`src/sv/sdspi_pkg.sv`:
```
package sdspi_pkg;

   // Field widths.
   localparam int ByteW       = 8;
   localparam int ArgW        = 32;
   localparam int ReadyCountW = 20;
   localparam int PollCountW  = 8;
   localparam int FrameIdxW   = 3;
   localparam int CmdIdxW     = 6;
   localparam int CsrDataW    = 20;
   localparam int CsrIndexW   = 1;

   // Configuration register indexes.
   localparam logic [CsrIndexW-1:0] CSR_READY_LIMIT = 1'd0;
   localparam logic [CsrIndexW-1:0] CSR_POLL_LIMIT  = 1'd1;

   // Reset values of the configuration registers.
   localparam logic [ReadyCountW-1:0] READY_LIMIT_RST = 20'd500000;
   localparam logic [PollCountW-1:0]  POLL_LIMIT_RST  = 8'd10;

   // Request modes.
   localparam logic MODE_COMMAND = 1'b0;
   localparam logic MODE_RX_BYTE = 1'b1;

   // Command indexes with special handling.
   localparam logic [CmdIdxW-1:0] CMD_GO_IDLE   = 6'd0;
   localparam logic [CmdIdxW-1:0] CMD_SEND_IF   = 6'd8;
   localparam logic [CmdIdxW-1:0] CMD_STOP      = 6'd12;
   localparam logic [CmdIdxW-1:0] CMD_APP_CMD   = 6'd55;

   // Byte constants.
   localparam logic [ByteW-1:0] BYTE_IDLE     = 8'hFF;
   localparam logic [ByteW-1:0] BYTE_START    = 8'h40;
   localparam logic [ByteW-1:0] CRC_GO_IDLE   = 8'h95;
   localparam logic [ByteW-1:0] CRC_SEND_IF   = 8'h87;
   localparam logic [ByteW-1:0] CRC_DEFAULT   = 8'h01;
   localparam logic [ByteW-1:0] R1_MAX_OK     = 8'h01;
   localparam logic [FrameIdxW-1:0] FRAME_LEN = 3'd6;

   // Command phase, one-hot.
   typedef enum logic [7:0] {
      PH_IDLE     = 8'b0000_0001,
      PH_DESEL    = 8'b0000_0010,
      PH_SELDUMMY = 8'b0000_0100,
      PH_WAITRDY  = 8'b0000_1000,
      PH_TIMEOUT  = 8'b0001_0000,
      PH_FRAME    = 8'b0010_0000,
      PH_DISCARD  = 8'b0100_0000,
      PH_POLL     = 8'b1000_0000
   } phase_type;

   // Configuration seen by the sequencer.
   typedef struct packed {
      logic [ReadyCountW-1:0] ready_limit;
      logic [PollCountW-1:0]  poll_limit;
   } cfg_type;

   // One result item.
   typedef struct packed {
      logic             tx_valid;
      logic [ByteW-1:0] tx_byte;
      logic             chip_select;
      logic             done_res;
      logic [ByteW-1:0] response;
      logic             ready_timeout;
   } rsp_type;

   // Index of the command being issued; the prefix is always CMD55.
   function automatic logic [CmdIdxW-1:0] cur_index(input logic prefix,
                                                    input logic [ByteW-1:0] command);
      cur_index = prefix ? CMD_APP_CMD : command[CmdIdxW-1:0];
   endfunction

   // Byte i of the six-byte command frame.
   function automatic logic [ByteW-1:0] frame_byte(input logic [CmdIdxW-1:0] idx,
                                                   input logic [ArgW-1:0] arg,
                                                   input logic [FrameIdxW-1:0] i);
      logic [ByteW-1:0] b;
      case (i)
         3'd0:    b = BYTE_START | {2'b00, idx};
         3'd1:    b = arg[31:24];
         3'd2:    b = arg[23:16];
         3'd3:    b = arg[15:8];
         3'd4:    b = arg[7:0];
         default: begin
            if (idx == CMD_GO_IDLE) begin
               b = CRC_GO_IDLE;
            end else if (idx == CMD_SEND_IF) begin
               b = CRC_SEND_IF;
            end else begin
               b = CRC_DEFAULT;
            end
         end
      endcase
      frame_byte = b;
   endfunction

endpackage

```
`src/sv/sdspi_seq.sv`:
```
module sdspi_seq
   import sdspi_pkg::*;
(
   input  logic                  clock,
   input  logic                  reset,
   input  logic                  step,
   input  logic                  mode,
   input  logic [ByteW-1:0]      command,
   input  logic [ArgW-1:0]       argument,
   input  logic [ByteW-1:0]      rx_byte,
   input  cfg_type               cfg,
   output logic                  res_load,
   output rsp_type               res
);

   phase_type               phase_ff, phase_in;
   logic [ByteW-1:0]        cmd_ff, cmd_in;
   logic [ArgW-1:0]         arg_ff, arg_in;
   logic                    pfx_ff, pfx_in;
   logic [FrameIdxW-1:0]    fbi_ff, fbi_in;
   logic [ReadyCountW-1:0]  rc_ff, rc_in;
   logic [PollCountW-1:0]   pc_ff, pc_in;
   logic                    sel_ff, sel_in;

   logic                    start_cmd;
   logic [CmdIdxW-1:0]      idx_cur;
   logic [CmdIdxW-1:0]      idx_new;
   logic [ArgW-1:0]         arg_cur;
   logic [ArgW-1:0]         arg_new;
   logic [FrameIdxW-1:0]    fbi_next;
   logic [PollCountW-1:0]   pc_next;

   assign idx_cur  = cur_index(pfx_ff, cmd_ff);
   assign arg_cur  = pfx_ff ? '0 : arg_ff;
   assign fbi_next = fbi_ff + 3'd1;
   assign pc_next  = pc_ff + 8'd1;

   // Next state and result for one accepted request.
   always_comb begin
      phase_in  = phase_ff;
      cmd_in    = cmd_ff;
      arg_in    = arg_ff;
      pfx_in    = pfx_ff;
      fbi_in    = fbi_ff;
      rc_in     = rc_ff;
      pc_in     = pc_ff;
      sel_in    = sel_ff;
      start_cmd = 1'b0;
      res_load  = 1'b0;
      res       = '0;
      idx_new   = '0;
      arg_new   = '0;

      if (step) begin
         if (mode == MODE_COMMAND) begin
            if (phase_ff == PH_IDLE) begin
               cmd_in    = command;
               arg_in    = argument;
               pfx_in    = command[7];
               start_cmd = 1'b1;
            end
         end else begin
            unique case (phase_ff)
               PH_DESEL: begin
                  sel_in       = 1'b0;
                  phase_in     = PH_SELDUMMY;
                  res_load     = 1'b1;
                  res.tx_valid = 1'b1;
                  res.tx_byte  = BYTE_IDLE;
               end
               PH_SELDUMMY: begin
                  rc_in        = '0;
                  phase_in     = PH_WAITRDY;
                  res_load     = 1'b1;
                  res.tx_valid = 1'b1;
                  res.tx_byte  = BYTE_IDLE;
               end
               PH_WAITRDY: begin
                  res_load     = 1'b1;
                  res.tx_valid = 1'b1;
                  if (rx_byte == BYTE_IDLE) begin
                     fbi_in      = '0;
                     phase_in    = PH_FRAME;
                     res.tx_byte = frame_byte(idx_cur, arg_cur, 3'd0);
                  end else if (rc_ff == cfg.ready_limit) begin
                     sel_in      = 1'b1;
                     phase_in    = PH_TIMEOUT;
                     res.tx_byte = BYTE_IDLE;
                  end else begin
                     rc_in       = rc_ff + 20'd1;
                     res.tx_byte = BYTE_IDLE;
                  end
               end
               PH_TIMEOUT: begin
                  res_load          = 1'b1;
                  res.done_res      = 1'b1;
                  res.response      = BYTE_IDLE;
                  res.ready_timeout = 1'b1;
                  phase_in          = PH_IDLE;
                  pfx_in            = 1'b0;
               end
               PH_FRAME: begin
                  fbi_in       = fbi_next;
                  res_load     = 1'b1;
                  res.tx_valid = 1'b1;
                  res.tx_byte  = BYTE_IDLE;
                  if (fbi_next < FRAME_LEN) begin
                     res.tx_byte = frame_byte(idx_cur, arg_cur, fbi_next);
                  end else if (idx_cur == CMD_STOP) begin
                     phase_in = PH_DISCARD;
                  end else begin
                     pc_in    = '0;
                     phase_in = PH_POLL;
                  end
               end
               PH_DISCARD: begin
                  pc_in        = '0;
                  phase_in     = PH_POLL;
                  res_load     = 1'b1;
                  res.tx_valid = 1'b1;
                  res.tx_byte  = BYTE_IDLE;
               end
               PH_POLL: begin
                  if (rx_byte[7] && (pc_next != cfg.poll_limit)) begin
                     pc_in        = pc_next;
                     res_load     = 1'b1;
                     res.tx_valid = 1'b1;
                     res.tx_byte  = BYTE_IDLE;
                  end else if (pfx_ff && (rx_byte <= R1_MAX_OK)) begin
                     // Prefix accepted: go on with the real command.
                     pfx_in    = 1'b0;
                     start_cmd = 1'b1;
                  end else begin
                     res_load     = 1'b1;
                     res.done_res = 1'b1;
                     res.response = rx_byte;
                     phase_in     = PH_IDLE;
                     pfx_in       = 1'b0;
                  end
               end
               default: begin
                  phase_in = PH_IDLE;
               end
            endcase
         end

         // Start of a command: select step, or straight to the frame for CMD12.
         if (start_cmd) begin
            idx_new      = cur_index(pfx_in, cmd_in);
            arg_new      = pfx_in ? '0 : arg_in;
            res_load     = 1'b1;
            res.tx_valid = 1'b1;
            if (idx_new != CMD_STOP) begin
               sel_in      = 1'b1;
               phase_in    = PH_DESEL;
               res.tx_byte = BYTE_IDLE;
            end else begin
               fbi_in      = '0;
               phase_in    = PH_FRAME;
               res.tx_byte = frame_byte(idx_new, arg_new, 3'd0);
            end
         end
      end

      res.chip_select = sel_in;
   end

   // State registers.
   always_ff @(posedge clock) begin
      if (reset) begin
         phase_ff <= PH_IDLE;
         cmd_ff   <= '0;
         arg_ff   <= '0;
         pfx_ff   <= 1'b0;
         fbi_ff   <= '0;
         rc_ff    <= '0;
         pc_ff    <= '0;
         sel_ff   <= 1'b1;
      end else begin
         phase_ff <= phase_in;
         cmd_ff   <= cmd_in;
         arg_ff   <= arg_in;
         pfx_ff   <= pfx_in;
         fbi_ff   <= fbi_in;
         rc_ff    <= rc_in;
         pc_ff    <= pc_in;
         sel_ff   <= sel_in;
      end
   end

endmodule

```
`src/sv/sdspi_rsp_reg.sv`:
```
module sdspi_rsp_reg
   import sdspi_pkg::*;
(
   input  logic    clock,
   input  logic    reset,
   input  logic    load,
   input  rsp_type load_data,
   output logic    can_load,
   output logic    rsp_valid,
   input  logic    rsp_ready,
   output rsp_type rsp_data
);

   logic    valid_ff, valid_in;
   rsp_type data_ff, data_in;

   // The register takes a new result when empty or when its result leaves now.
   assign can_load = !valid_ff || rsp_ready;

   always_comb begin
      valid_in = valid_ff;
      data_in  = data_ff;
      if (load) begin
         valid_in = 1'b1;
         data_in  = load_data;
      end else if (rsp_ready) begin
         valid_in = 1'b0;
      end
   end

   always_ff @(posedge clock) begin
      if (reset) begin
         valid_ff <= 1'b0;
      end else begin
         valid_ff <= valid_in;
      end
   end

   always_ff @(posedge clock) begin
      data_ff <= data_in;
   end

   assign rsp_valid = valid_ff;
   assign rsp_data  = data_ff;

endmodule

```
`src/sv/sd_spi_command_engine.sv`:
```
// Channel  Handshake            Payload ports, after the channel prefix
// req      req_valid/req_ready  mode, command, argument, rx_byte
// rsp      rsp_valid/rsp_ready  tx_valid, tx_byte, chip_select, done_res, response, ready_timeout
// csr      csr_valid/csr_ready  index, data
//
// Each request is decided by the phase sequencer and its result, if any, lands
// in the output register on the next edge; one request per cycle unless the register is held full.
// A request is taken whenever the output register is empty or being read.
// Reset is synchronous and active high; it returns the sequencer to idle with
// chip select high and restores the default limits. Configuration writes are
// always taken.
module sd_spi_command_engine
   import sdspi_pkg::*;
(
   input  logic                  clock,
   input  logic                  reset,
   input  logic                  req_valid,
   output logic                  req_ready,
   input  logic                  req_mode,
   input  logic [ByteW-1:0]      req_command,
   input  logic [ArgW-1:0]       req_argument,
   input  logic [ByteW-1:0]      req_rx_byte,
   output logic                  rsp_valid,
   input  logic                  rsp_ready,
   output logic                  rsp_tx_valid,
   output logic [ByteW-1:0]      rsp_tx_byte,
   output logic                  rsp_chip_select,
   output logic                  rsp_done_res,
   output logic [ByteW-1:0]      rsp_response,
   output logic                  rsp_ready_timeout,
   input  logic                  csr_valid,
   output logic                  csr_ready,
   input  logic [CsrIndexW-1:0]  csr_index,
   input  logic [CsrDataW-1:0]   csr_data
);

   logic [ReadyCountW-1:0] ready_limit_ff, ready_limit_in;
   logic [PollCountW-1:0]  poll_limit_ff, poll_limit_in;
   cfg_type                cfg;
   logic                   step;
   logic                   res_load;
   rsp_type                res;
   rsp_type                rsp_data;

   // Configuration registers.
   assign csr_ready = 1'b1;

   always_comb begin
      ready_limit_in = ready_limit_ff;
      poll_limit_in  = poll_limit_ff;
      if (csr_valid) begin
         unique case (csr_index)
            CSR_READY_LIMIT: ready_limit_in = csr_data[ReadyCountW-1:0];
            CSR_POLL_LIMIT:  poll_limit_in  = csr_data[PollCountW-1:0];
            default:         ready_limit_in = ready_limit_ff;
         endcase
      end
   end

   always_ff @(posedge clock) begin
      if (reset) begin
         ready_limit_ff <= READY_LIMIT_RST;
         poll_limit_ff  <= POLL_LIMIT_RST;
      end else begin
         ready_limit_ff <= ready_limit_in;
         poll_limit_ff  <= poll_limit_in;
      end
   end

   assign cfg.ready_limit = ready_limit_ff;
   assign cfg.poll_limit  = poll_limit_ff;

   // Request accepted this cycle.
   assign step = req_valid && req_ready;

   sdspi_seq u_seq (
      .clock    (clock),
      .reset    (reset),
      .step     (step),
      .mode     (req_mode),
      .command  (req_command),
      .argument (req_argument),
      .rx_byte  (req_rx_byte),
      .cfg      (cfg),
      .res_load (res_load),
      .res      (res)
   );

   sdspi_rsp_reg u_rsp (
      .clock     (clock),
      .reset     (reset),
      .load      (res_load),
      .load_data (res),
      .can_load  (req_ready),
      .rsp_valid (rsp_valid),
      .rsp_ready (rsp_ready),
      .rsp_data  (rsp_data)
   );

   assign rsp_tx_valid      = rsp_data.tx_valid;
   assign rsp_tx_byte       = rsp_data.tx_byte;
   assign rsp_chip_select   = rsp_data.chip_select;
   assign rsp_done_res      = rsp_data.done_res;
   assign rsp_response      = rsp_data.response;
   assign rsp_ready_timeout = rsp_data.ready_timeout;

endmodule
```
`config.mk`:
```
export PLATFORM = sky130hd
export DESIGN_NAME = sd_spi_command_engine
export DESIGN_NICKNAME = d
export VERILOG_FILES = /design/src/sv/sdspi_pkg.sv /design/src/sv/sdspi_seq.sv /design/src/sv/sdspi_rsp_reg.sv /design/src/sv/sd_spi_command_engine.sv
export SDC_FILE = /design/constraint.sdc
export NUM_CORES = 1
export LEC_CHECK = 0
export BUFFER_PORTS_ARGS = -buffer_cell sky130_fd_sc_hd__buf_2
export CAP_MARGIN = 15
export CORE_ASPECT_RATIO = 0.7
export CORE_MARGIN = 3
export CORE_UTILIZATION = 45
export DETAILED_ROUTE_END_ITERATION = 8
export GPL_ROUTABILITY_DRIVEN = 0
export GPL_TIMING_DRIVEN = 0
export PLACE_DENSITY = 0.73
export SLEW_MARGIN = 20
export SYNTH_ARGS = -nofsm -noshare
export SYNTH_HDL_FRONTEND = slang
export SYNTH_SLANG_ARGS = --single-unit
export TNS_END_PERCENT = 50
```
`constraint.sdc`:
```
create_clock -name clock -period 4.45 [get_ports clock]
set_clock_uncertainty 0.2 [all_clocks]
set_input_delay 0.2225 -clock clock [delete_from_list [all_inputs] [get_ports clock]]
set_output_delay 0.2225 -clock clock [all_outputs]
set_load 0.02 [all_outputs]
```
==> impl_results.md <==
- Outcome: finished, final reports clean
- Antenna Cells: 0
- Synth Flop Type: dfxtp_1
- Vias: 6567
- F_max: 0.3028 GHz
- Final wirelength: 18.73 mm
- CTS Buf Count: 17
- Crit path capture type: register
- Vias per std cell: 5.575
- Site Rows: 36
- TritonRoute pass-1 iters: 6
- Layout cell share with drive strength beyond 1: 15.49%
- DIE AREA: 0.01604 mm²
- Worst endpoint required time: 4.29 ns
- Largest net degree at the start of global routing: 21
- Sink Count: 128
- Initial antenna violation count: 0
- Post-route cell area: 0.008558 mm²
- Register area share after synthesis: 42.23%
- IO Count: 98
- Max-cap violation count: 0
- Routed WL per cell: 15.90 µm
- Area growth from synthesis to final layout: 30.81%
- Pleak: 3.327 nW
- CTS H-tree depth: 4
- Slew Limit Fails: 0
- Distinct cell type count after synthesis: 67
- Die W: 150.1 µm
- Setup bufs post-CTS: 0
- Worst setup SP type: primary input
- GR Overflow Total: 0
- CTS tree: yes
- Worst Path Max Fanout: 20
- Slew headroom: 48.21%
- Mean Syn Cell Area: 8.240 µm²
- Number of flops mapped to enable cells by yosys: 20
- Ys Warns: 0
- Area after DPL: 0.007256 mm²
- Layout net count: 1057
- VDD IR max: 0.2770 mV
- Hold crit path type: primary input to register
- # setup viols final: 0
- Total power: 3.088 mW
- Residual DRC: 0
- Most frequent cells in the layout: 166 x nand2_1, 108 x dfxtp_1, 105 x buf_2, 86 x a21oi_1, 67 x dlygate4sd3_1
- HPWL Detailed: 12.95 mm
- WHS: 0.01390 ns
- Overall routing resource usage: 23.60%
- Setup TNS: 0 ns
- CP Class: primary input to register
- Core ar.: 0.01405 mm²
- Worst skew pair latency: 0.42 ns
- Arrival @ worst endpoint: 3.15 ns
- Die Y: 106.9 µm
- Max Buffers Root-to-Sink: 2
- Reg clk slew, reported paths: 0.06 ns
- Syn Nets: 876
- Synth async-reset ratio: 0%
- Vias in the first global route: 6082
- Initial drt markers: 731
- Final worst path period share: 74.22%
- Commonest non-fill, non-tap cell in the layout: nand2_1
- Cells after Synth: 794
- Pwr Density: 360.8 mW/mm²
- Fin crit period: 3.303 ns
- First-pass GRT wire length: 30.34 mm
- IO buf count: 95
- Slew at the pin with the worst max-slew slack: 0.7697 ns
- Initial Utilization: 46.55%
- Unrepaired setup endpoints after global routing: no
- Clk root buf: clkbuf_16
- Yosys reg bits: 128
- Antenna Nets Post-Route: 0
- Cell area after synthesis: 0.006543 mm²
- Final Hold Fails: 0
-- repair_timing --
item / 4_1_cts / 5_1_grt
hold buffers: 67 / 0
setup endpoints to repair: 0 / 0
endpoints found under the hold margin: 75 / 0
resized for setup: 0 / 0
-- worst max-delay path, stage by stage --
cell and delay [ns]:
dlygate4sd3_1 0.54, buf_2 0.14, or4_1 0.53, nor4b_2 0.44, nand3_1 0.17, o21a_1 0.16
nor2_1 0.28, a21oi_1 0.11, inv_1 0.55
-- final timing paths --
check | startpoint | to | slack (ns) | cells after the start
worst max-delay path | req_rx_byte[3] | u_rsp.rsp_data[19]$_SDFFCE_PN0P_ | 1.15 | 9
worst min-delay path | req_rx_byte[7] | u_rsp.rsp_data[8]$_SDFFCE_PN0P_ | 0.01 | 2
worst max register to register | u_seq.fbi_ff[0]$_SDFFE_PP0P_ | u_rsp.rsp_data[14]$_SDFFCE_PN0P_ | 1.25 | 10
worst min register to register | u_seq.arg_ff[22]$_SDFFE_PP0P_ | u_seq.arg_ff[22]$_SDFFE_PP0P_ | 0.26 | 2
-- through the flow --
step	worst slack (ns)	util, %	std cells
floorplan	1.695	-	794
global placement	1.324	51.63	1079
detailed placement	1.299	51.63	1079
CTS	1.173	60.90	1178
global route	0.9733	60.90	1178
finish	1.147	60.90	1178
-- cell type report --
| type | instances | area [µm²] |
|---|---|---|
| flip-flops and latches | 128 | 2763 |
| clock buffers | 19 | 454.2 |
| clock inverters | 13 | 177.7 |
| well taps | 190 | 237.7 |
| repair buffers | 162 | 1146 |
| fillers | 1221 | 5495 |
| plain buffers | 53 | 227.7 |
| inverters | 16 | 60.06 |
| multi-input cells | 597 | 3492 |
-- state kept, by name, indices dropped and copies added, names as in the netlist, 6 cells and up --
signal and count:
poll_limit_ff 8, u_seq.pc_ff 8, u_seq.arg_ff 32, u_seq.rc_ff 20
ready_limit_ff 20, u_rsp.rsp_data 20, u_seq.cmd_ff 6, u_seq.phase_ff 8
-- layer usage --
metal  wire length, µm  global-route usage (%)  vias up
met5                 0                       0        -
met4               156                   5.940        0
met3              1606                   6.295       22
met2              7963                   34.63      269
met1              8998                   34.46     3034
li1                  -                       -     3242
-- synth_stat cells (all sizes together), types with 5 or more instances --
| master | count | area (µm²) |
|---|---|---|
| nand2 | 167 | 629.4 |
| a21o | 6 | 45.04 |
| a21oi | 86 | 430.4 |
| nor3 | 5 | 25.02 |
| xnor2 | 7 | 61.31 |
| and2 | 5 | 31.28 |
| nand4 | 13 | 81.33 |
| o311ai | 7 | 78.83 |
| o211ai | 8 | 60.06 |
| a31oi | 8 | 50.05 |
| clkbuf | 36 | 136.4 |
| o21ai | 34 | 173.9 |
| buf | 17 | 91.34 |
| mux2i | 5 | 50.05 |
| dfxtp | 108 | 2162 |
| nor2b | 5 | 31.28 |
| or4 | 9 | 67.56 |
| ha | 7 | 87.58 |
| a211oi | 8 | 60.06 |
| xor2 | 29 | 261.5 |
| nor4 | 13 | 102.6 |
| nand4b | 5 | 43.79 |
| and3 | 7 | 43.79 |
| a222oi | 7 | 70.07 |
| edfxtp | 20 | 600.6 |
| inv | 16 | 60.06 |
| nand3 | 25 | 125.1 |
| o21a | 14 | 105.1 |
| or3 | 11 | 68.82 |
| nand2b | 7 | 43.79 |
| o31ai | 17 | 127.6 |
| nor2 | 39 | 146.4 |
-- report_power, final --
group / switching [mW] / total [mW] / internal (mW)
logic: 0.197 / 0.340 / 0.143
clock network: 0.559 / 1.48 / 0.925
registers: 0.0347 / 1.26 / 1.23
-- cell families after synthesis --
family	synth area share, %
AND/OR/NAND/NOR	23.71
AO/OA/AOI/OAI	22.57
multiplexers	0.7650
other	0.05732
buffers and inverters	4.399
adder cells (fa/ha/maj)	1.339
flip-flops	42.23
XOR/XNOR	4.934
Power figures use the tool's default switching activity.
